## src/hdl/mhpq_pkg.sv

```systemverilog
// Shared types and constants for the min-heap priority queue core.
// No dependencies; used by controller, datapath and top level.
`timescale 1ns / 1ps

package mhpq_pkg;

	localparam int CAPACITY = 128;
	localparam int KEY_W    = 32;
	localparam int IDX_W    = $clog2(CAPACITY);
	localparam int CNT_W    = $clog2(CAPACITY + 1);
	localparam int CH_W     = IDX_W + 2;
	localparam int OCC_W    = 8;
	localparam int STAT_W   = 2;

	typedef logic signed [KEY_W-1:0] key_t;
	typedef logic [IDX_W-1:0]        idx_t;
	typedef logic [CNT_W-1:0]        cnt_t;

	typedef enum logic [STAT_W-1:0] {
		ST_INSERTED  = 2'd0,
		ST_EXTRACTED = 2'd1,
		ST_EMPTY     = 2'd2,
		ST_FULL      = 2'd3
	} status_t;

	localparam logic MODE_EXTRACT = 1'b1;

	typedef enum logic [3:0] {
		DP_NOP,
		DP_LOAD,
		DP_UP_RD,
		DP_UP_STEP,
		DP_DN_RD0,
		DP_DN_INIT,
		DP_DN_RD,
		DP_DN_STEP,
		DP_PLACE,
		DP_OUT
	} dp_cmd_t;

	typedef struct packed {
		logic start_up;
		logic start_dn;
		logic at_root;
		logic up_less;
		logic no_child;
		logic dn_less;
	} dp_stat_t;

	typedef enum logic [3:0] {
		S_IDLE,
		S_UP_RD,
		S_UP_CMP,
		S_DN_RD0,
		S_DN_INIT,
		S_DN_RD,
		S_DN_CMP,
		S_FIN
	} ctl_state_t;

endpackage

```

## src/hdl/mhpq_ctrl.sv

```systemverilog
// Controller state machine: sequences sift-up and sift-down steps and the output beat.
// Depends on mhpq_pkg; commands mhpq_datapath.
`timescale 1ns / 1ps

module mhpq_ctrl (
	input  logic                 clk,
	input  logic                 arst_n,
	input  logic                 in_valid,
	output logic                 in_ready,
	output logic                 out_valid,
	input  logic                 out_ready,
	input  mhpq_pkg::dp_stat_t   stat,
	output mhpq_pkg::dp_cmd_t    cmd
);

	mhpq_pkg::ctl_state_t state_q, state_nx;
	logic                 out_valid_q;
	logic                 slot_free;

	assign slot_free = !out_valid_q || out_ready;
	assign in_ready  = (state_q == mhpq_pkg::S_IDLE);
	assign out_valid = out_valid_q;

	always_ff @(posedge clk or negedge arst_n) begin
		if (!arst_n) begin
			state_q     <= mhpq_pkg::S_IDLE;
			out_valid_q <= 1'b0;
		end else begin
			state_q <= state_nx;
			if (state_q == mhpq_pkg::S_FIN && slot_free) begin
				out_valid_q <= 1'b1;
			end else if (out_ready) begin
				out_valid_q <= 1'b0;
			end
		end
	end

	always_comb begin
		state_nx = state_q;
		cmd      = mhpq_pkg::DP_NOP;
		case (state_q)
			mhpq_pkg::S_IDLE: begin
				if (in_valid) begin
					cmd = mhpq_pkg::DP_LOAD;
					if (stat.start_up) begin
						state_nx = mhpq_pkg::S_UP_RD;
					end else if (stat.start_dn) begin
						state_nx = mhpq_pkg::S_DN_RD0;
					end else begin
						state_nx = mhpq_pkg::S_FIN;
					end
				end
			end
			mhpq_pkg::S_UP_RD: begin
				if (stat.at_root) begin
					cmd      = mhpq_pkg::DP_PLACE;
					state_nx = mhpq_pkg::S_FIN;
				end else begin
					cmd      = mhpq_pkg::DP_UP_RD;
					state_nx = mhpq_pkg::S_UP_CMP;
				end
			end
			mhpq_pkg::S_UP_CMP: begin
				cmd      = mhpq_pkg::DP_UP_STEP;
				state_nx = stat.up_less ? mhpq_pkg::S_UP_RD : mhpq_pkg::S_FIN;
			end
			mhpq_pkg::S_DN_RD0: begin
				cmd      = mhpq_pkg::DP_DN_RD0;
				state_nx = mhpq_pkg::S_DN_INIT;
			end
			mhpq_pkg::S_DN_INIT: begin
				cmd      = mhpq_pkg::DP_DN_INIT;
				state_nx = mhpq_pkg::S_DN_RD;
			end
			mhpq_pkg::S_DN_RD: begin
				// hole reached a leaf: drop the moving key there
				if (stat.no_child) begin
					cmd      = mhpq_pkg::DP_PLACE;
					state_nx = mhpq_pkg::S_FIN;
				end else begin
					cmd      = mhpq_pkg::DP_DN_RD;
					state_nx = mhpq_pkg::S_DN_CMP;
				end
			end
			mhpq_pkg::S_DN_CMP: begin
				cmd      = mhpq_pkg::DP_DN_STEP;
				state_nx = stat.dn_less ? mhpq_pkg::S_DN_RD : mhpq_pkg::S_FIN;
			end
			mhpq_pkg::S_FIN: begin
				if (slot_free) begin
					cmd      = mhpq_pkg::DP_OUT;
					state_nx = mhpq_pkg::S_IDLE;
				end
			end
			default: state_nx = mhpq_pkg::S_IDLE;
		endcase
	end

endmodule

```

## config.mk

```make
export PLATFORM = sky130hd
export DESIGN_NAME = mhpq_ctrl
export DESIGN_NICKNAME = d
export VERILOG_FILES = /design/src/hdl/mhpq_pkg.sv /design/src/hdl/mhpq_ctrl.sv
export SDC_FILE = /design/constraint.sdc
export NUM_CORES = 1
export LEC_CHECK = 0
export BUFFER_PORTS_ARGS = -buffer_cell sky130_fd_sc_hd__buf_2
export CAP_MARGIN = 20
export CORE_AREA = 8 8 45 47
export DETAILED_ROUTE_END_ITERATION = 12
export DIE_AREA = 0 0 53 55
export GPL_TIMING_DRIVEN = 0
export PLACE_DENSITY_LB_ADDON = 0.1
export RECOVER_POWER = 100
export SLEW_MARGIN = 5
export SYNTH_ARGS = -nofsm -noshare
export SYNTH_HDL_FRONTEND = slang
export SYNTH_SLANG_ARGS = --single-unit
export TNS_END_PERCENT = 20
```

## constraint.sdc

```tcl
create_clock -name clk -period 2.3 [get_ports clk]
set_input_delay 0.46 -clock clk [delete_from_list [all_inputs] [get_ports clk]]
set_output_delay 0.46 -clock clk [all_outputs]
set_load 0.05 [all_outputs]
```

==> results.txt, run 1 <==
RSZ-0062 raised after global routing = false
final setup fails = 0
Tightest Hold Check Type = in2async
worst relative slew slack = 60.3%
final WL = 973 µm
Mean Syn Cell Area = 8.08 µm²
Total Routing Usage GR = 7.05%
clock sink count = 4
Tmin final = 2020 ps
Hold Vio Cnt, Final = 0
yosys warns = 0
vias in the first global route = 387
Vias = 390
Final Max Slew Viols = 0
most area-hungry cell type in the Yosys netlist = dfrtp_1
ant diodes = 0
final layout net count = 74
outcome = finished clean
crit end category = primary output
clock-pin slew on the worst setup and hold paths = 40 ps
Required @ worst endpoint = 1840 ps
Clk Latency, worst-skew pair = 230 ps
post_cts resized = 0
most common cell after layout, fill and taps aside = buf_2
Setup TNS = 0 ps
H-tree level count = 1
DRC = 0
Die Wd = 53 µm
synthesis-to-finish area growth = 31.7%
Final Wtd Congestion = 0.681
grt total ovfl = 0
measured slew at the worst slew-check pin = 597 ps
initial antenna violation count = 0
clk buf depth = 2
post-synth top area share = 28.2%
Post-CTS Repair Setup Buffers = 0
Synth Instances = 44
Buffers on Ports = 15
Layout Skew = 0.731 ps
Initial DRT Pass Iterations = 3
dpl hpwl = 779 µm
total CTS buffers = 3
startpoint types = flip-flop
reg2reg path depth = 4
Starting Density = 25.7%
synth unique cells = 29
#FFs+latches synth = 4
Max-cap violations = 0
first-pass GRT wire length = 1.54 mm
Worst Setup Slack, final = 282 ps
DRT iter0 DRCs = 5
clk root buf = clkbuf_4
vias per inst = 5.00
CTS tree = yes
crit path max fanout = 6
share of cells above drive strength 1 = 35.5%
critical path arrival = 1560 ps
chip height = 55 µm
period utilisation layout = 87.7%
die area = 2920 µm²
core footprint = 1380 µm²
Post-Synthesis Net Count = 54
most frequent cells in the layout = buf_2 (9), a21oi_1 (6), nor2_1 (5), clkbuf_1 (4), dfrtp_1 (4)
Routed WL per cell = 12.5 µm
# IOs = 16
area of the mapped netlist = 355 µm²
ranking of synthesized cells by area = dfrtp_1 (28%), a21oi_1 (8.5%), nor2_1 (5.3%)
hold-fix buffers at CTS = 0
largest net degree at the start of global routing = 11
Max Freq = 496 MHz
row cnt = 14
register area share after synthesis = 28.2%
critical path type = reg2out
worst slack, placed = 449 ps
post-route antenna net violation count = 0
-- area by class of cell --
class	instances	area, µm²
Multi-Input combinational cell	34	220
Fill cell	170	916
Clock buffer	3	22.5
Tap cell	16	20.0
Buffer	3	23.8
Inverter	3	11.3
Sequential cell	4	100
Timing Repair Buffer	15	70.1
-- cells in the mapped netlist --
library cell and count:
o22ai_1 1, and2_1 1, nand3_1 1, buf_2 1, mux2i_1 1, nor4_2 1
buf_6 1, o2bb2ai_1 1, buf_4 1, o21ba_2 1, o21ai_0 1, a21boi_0 1
nor2_1 5, inv_2 1, a32o_1 1, or2_1 1, a211oi_1 1, nand2_2 1
nand2b_1 1, nand2_1 3, a311oi_2 1, a21oi_1 6, a21oi_2 1, a311oi_1 1
inv_1 2, dfrtp_1 4, a22o_1 1, nor3_1 1, nor2b_1 1
-- registers in the layout (all words and copies together), names as in the netlist --
name       count
state_q        3
out_valid      1
-- final timing paths --
path                       slack, ps         end        from
max                              280      cmd[0]  state_q[0]
min                               50  state_q[2]      arst_n
max reg2reg                     1150  state_q[2]  state_q[1]
min reg2reg                      600   out_valid   out_valid
max in group asynchronous       2070   out_valid      arst_n
min in group clk                 560  state_q[1]    in_valid
-- worst max-delay path, cell delays in order (launching register included) --
cell and delay (ps):
dfrtp_1 410, o21ba_1 280, nor2_1 50, a21oi_1 100, clkbuf_1 480
-- cells by family (layout without fill, tap and decap cells) --
family | after synthesis | count (layout) | synth area share [%]
compound gates | 17 | 17 | 35.6
simple gates | 16 | 16 | 23.6
buf+inv | 6 | 24 | 9.86
flops | 4 | 4 | 28.2
mux | 1 | 1 | 2.82
-- per-layer routing --
layer | wire length, µm | vias to the layer above | share of wire (%) | GRT usage, %
met5 | 0 | - | 0 | 0
met4 | 0 | 0 | 0 | 1.29
met3 | 64 | 0 | 6.6 | 3.74
met2 | 491 | 12 | 50 | 12.5
met1 | 417 | 181 | 43 | 7.31
li1 | - | 197 | - | -
-- through the flow --
step,instance area [µm²],hold WS [ps],std cells,utilization [%]
global placement,457,269,75,33.0
CTS,479,21.7,78,34.6
finish,468,49.7,78,33.8
floorplan,362,164,44,-
global route,468,51.9,78,33.8
detailed placement,457,268,75,33.0
Power of run 1 is not shown: default switching activity piles up to over one toggle a cycle in this logic, so the estimate is an artifact.
==> inputs of run 2 (changes only) <==
--- a/config.mk
+++ b/config.mk
@@ -6,13 +6,13 @@
 export NUM_CORES = 1
 export LEC_CHECK = 0
 export BUFFER_PORTS_ARGS = -buffer_cell sky130_fd_sc_hd__buf_2
-export CAP_MARGIN = 20
 export CORE_AREA = 8 8 45 47
 export DETAILED_ROUTE_END_ITERATION = 12
 export DIE_AREA = 0 0 53 55
 export GPL_TIMING_DRIVEN = 0
-export PLACE_DENSITY_LB_ADDON = 0.1
+export PLACE_DENSITY = 0.54
 export RECOVER_POWER = 100
+export SETUP_SLACK_MARGIN = 0.15
 export SLEW_MARGIN = 5
 export SYNTH_ARGS = -nofsm -noshare
 export SYNTH_HDL_FRONTEND = slang
==> results.txt, run 2 (synthesis results as in run 1) <==
outcome = finished clean
period utilisation layout = 88.5%
Routed WL per cell = 13.5 µm
Tmin final = 2040 ps
final layout net count = 74
crit path max fanout = 6
worst r2r src = state_q[1]
CP top delay family = buffers and inverters
H-tree level count = 1
row cnt = 14
measured slew at the worst slew-check pin = 600 ps
Reg with most FFs = state_q
FF-to-FF End = state_q[2]
startpoint types = flip-flop
critical path type = reg2out
Final Core Density = 33.8%
Hold WS = 42.6 ps
clock-pin slew on the worst setup and hold paths = 40 ps
fin cells = 78
Required @ worst endpoint = 1840 ps
vias in the first global route = 397
core footprint = 1380 µm²
synthesis-to-finish area growth = 31.7%
Final Max Slew Viols = 0
share of cells above drive strength 1 = 37.1%
RSZ-0062 raised after global routing = false
# IOs = 16
ant diodes = 0
CP max stage cell = clkbuf_1
CP bufs+invs = 1
reg2reg path depth = 4
critical path arrival = 1580 ps
R2R setup slack = 1130 ps
final WL = 1.05 mm
Die Wd = 53 µm
first-pass GRT wire length = 1.66 mm
Hold Vio Cnt, Final = 0
DRT iter0 DRCs = 4
post_cts resized = 0
initial antenna violation count = 0
placed cell count = 75
total CTS buffers = 3
grt total ovfl = 0
Max Freq = 491 MHz
clk root buf = clkbuf_4
Starting Density = 25.7%
crit end category = primary output
Layout Skew = 3.94 ps
most common cell after layout, fill and taps aside = buf_2
clock sink count = 4
DRC = 0
die area = 2920 µm²
hold-fix buffers at CTS = 0
CP cell instances = o21ba_2, nor2_1, a21oi_1, clkbuf_1
vias per inst = 5.09
Total Routing Usage GR = 7.67%
Final Wtd Congestion = 0.715
Clk Latency, worst-skew pair = 230 ps
CTS tree = yes
Vias = 397
Post-CTS Repair Setup Buffers = 0
Tightest Hold Check Type = in2async
clk buf depth = 2
Largest register FFs = 3
Max stage delay on crit path = 480 ps
worst relative slew slack = 60.2%
chip height = 55 µm
Buffers on Ports = 15
Setup TNS = 0 ps
Initial DRT Pass Iterations = 4
largest net degree at the start of global routing = 11
post-route antenna net violation count = 0
Max-cap violations = 0
final setup fails = 0
most frequent cells in the layout = buf_2 (9), a21oi_1 (6), nor2_1 (5), clkbuf_1 (4), dfrtp_1 (4)
==> run 2: worst max-delay path by stage <==
stage               cells past startpoint  slack (ps)     end       start
detailed placement                      5         440  cmd[3]   out_ready
global route                            4         140  cmd[0]   out_valid
global placement                        5         460  cmd[3]   out_ready
floorplan                               2         150  cmd[1]  state_q[0]
finish                                  4         260  cmd[0]  state_q[0]
CTS                                     5         300  cmd[3]  state_q[1]
==> run 2: cell type report <==
cell class | count | area [µm²]
tap | 16 | 20.0
timing repair buffer | 15 | 70.1
sequential | 4 | 100
multi-input combinational | 34 | 220
fill | 164 | 916
inverter | 3 | 11.3
clock buffer | 3 | 22.5
buffer | 3 | 23.8
==> run 2: per-stage QoR <==
| stage | instance area (µm²) | setup slack (ps) |
|---|---|---|
| CTS | 479 | 296 |
| finish | 468 | 265 |
| floorplan | 362 | 148 |
| detailed placement | 457 | 440 |
| global placement | 457 | 456 |
| global route | 468 | 142 |
==> run 2: routing by layer <==
| layer | vias to the layer above | GRT usage (%) | routed length [µm] | share of wire [%] |
|---|---|---|---|---|
| met2 | 9 | 12.7 | 565 | 54 |
| met5 | - | 0 | 0 | 0 |
| met1 | 192 | 8.42 | 429 | 41 |
| li1 | 196 | - | - | - |
| met4 | 0 | 5.17 | 0 | 0 |
| met3 | 0 | 2.14 | 56 | 5.3 |
Power of run 2 is left out for the same reason.
==> inputs of run 3 (changes only) <==
==> constraint.sdc (replaced) <==
create_clock -name clk -period 2.3 [get_ports clk]
set_input_delay 0.115 -clock clk [delete_from_list [all_inputs] [get_ports clk]]
set_output_delay 0.115 -clock clk [all_outputs]
set_load 0.05 [all_outputs]
==> results.txt, run 3 (synthesis results as in run 1) <==
vias in the first global route = 400
Routed WL per cell = 13.3 µm
reg2reg path depth = 4
Max Freq = 548 MHz
Tightest Hold Check Type = in2reg
CP cell instances = clkbuf_1, a21oi_1, a21oi_1, clkbuf_1
R2R setup slack = 950 ps
Layout Skew = 4.09 ps
DRT iter0 DRCs = 4
Hold Vio Cnt, Final = 0
Buffers on Ports = 15
clk buf depth = 2
Final Wtd Congestion = 0.715
Critical Path Start = state_q[2]
Initial DRT Pass Iterations = 4
period utilisation layout = 79.4%
clk root buf = clkbuf_4
core footprint = 1380 µm²
startpoint types = flip-flop
RSZ-0062 raised after global routing = false
die area = 2920 µm²
row cnt = 14
critical path type = reg2out
Tmin final = 1830 ps
Required @ worst endpoint = 2180 ps
hold depth = 4
largest net degree at the start of global routing = 11
Reg with most FFs = state_q
post-route antenna net violation count = 0
CTS tree = yes
grt total ovfl = 0
Largest register FFs = 3
# IOs = 16
Clk Latency, worst-skew pair = 230 ps
Max stage delay on crit path = 480 ps
final setup fails = 0
H-tree level count = 1
Vias = 392
CP max stage cell = clkbuf_1
Total Routing Usage GR = 7.73%
ant diodes = 0
crit end category = primary output
Max-cap violations = 0
Die Wd = 53 µm
total CTS buffers = 3
vias per inst = 4.96
share of cells above drive strength 1 = 34.9%
synthesis-to-finish area growth = 33.5%
clock sink count = 4
Hold Path End = state_q[2]
Final Max Slew Viols = 0
FF-to-FF End = state_q[1]
final layout net count = 75
first-pass GRT wire length = 1.67 mm
worst min-delay path startpoint = stat[4]
critical path arrival = 1710 ps
measured slew at the worst slew-check pin = 599 ps
chip height = 55 µm
initial antenna violation count = 0
worst r2r src = state_q[2]
DRC = 0
post_cts resized = 0
most common cell after layout, fill and taps aside = buf_2
worst relative slew slack = 60.2%
most frequent cells in the layout = buf_2 (12), a21oi_1 (6), clkbuf_1 (5), nor2_1 (5), dfrtp_1 (4)
Starting Density = 25.7%
crit path max fanout = 10
Setup TNS = 0 ps
clock-pin slew on the worst setup and hold paths = 40 ps
outcome = finished clean
fillers = 163
final WL = 1.05 mm
-- run 3: cell count changes in the layout (fill, tap and decap cells not counted), sizes merged --
cell         delta
buf             +2
clkbuf          -2
dlygate4sd3     +1
-- run 3: worst max path at each step --
stage / cells past startpoint / endpoint
final: 4 / cmd[2]
after global routing: 4 / cmd[2]
after CTS: 5 / cmd[3]
after detailed placement: 5 / cmd[3]
after global placement: 5 / cmd[3]
after floorplan: 3 / state_q[2]
-- run 3: what timing repair did --
item / 4_1_cts / 5_1_grt
setup buffers: 0 / 0
endpoints found under the hold margin: 4 / 0
hold buffers: 1 / 0
-- run 3: cell type report --
| type | instances | area, µm² | share of cell area, % |
|---|---|---|---|
| Multi-Input combinational cell | 34 | 220 | 46.4 |
| Sequential cell | 4 | 100 | 21.1 |
| Timing Repair Buffer | 16 | 80.1 | 16.9 |
| Clock buffer | 3 | 22.5 | 4.75 |
| Buffer | 3 | 20.0 | 4.22 |
| Tap cell | 16 | 20.0 | 4.22 |
| Inverter | 3 | 11.3 | 2.37 |
-- run 3: routing by layer --
layer / vias up / wire, µm / track usage (%)
met4: 0 / 0 / 5.17
met2: 10 / 542 / 12.7
met3: 0 / 64 / 2.41
li1: 198 / - / -
met1: 184 / 441 / 8.42
met5: - / 0 / 0
-- run 3: worst max-delay path, delay by kind of cell, from the launching register on --
kind | cells | cell delay [ps]
AOI/OAI and AO/OA | 2 | 210
DFF | 1 | 370
buffers and inverters | 2 | 900
-- run 3: metrics by stage --
stage	setup WS, ps	hold slack (ps)	cells	instance area [µm²]	utilization [%]
final	474	214	79	474	34.3
after global routing	308	223	79	474	34.3
after CTS	641	204	79	489	35.4
after detailed placement	897	-77.1	75	457	33.0
after global placement	899	-78.2	75	457	33.0
after floorplan	328	-181	44	362	-
Power of run 3 is left out for the same reason.
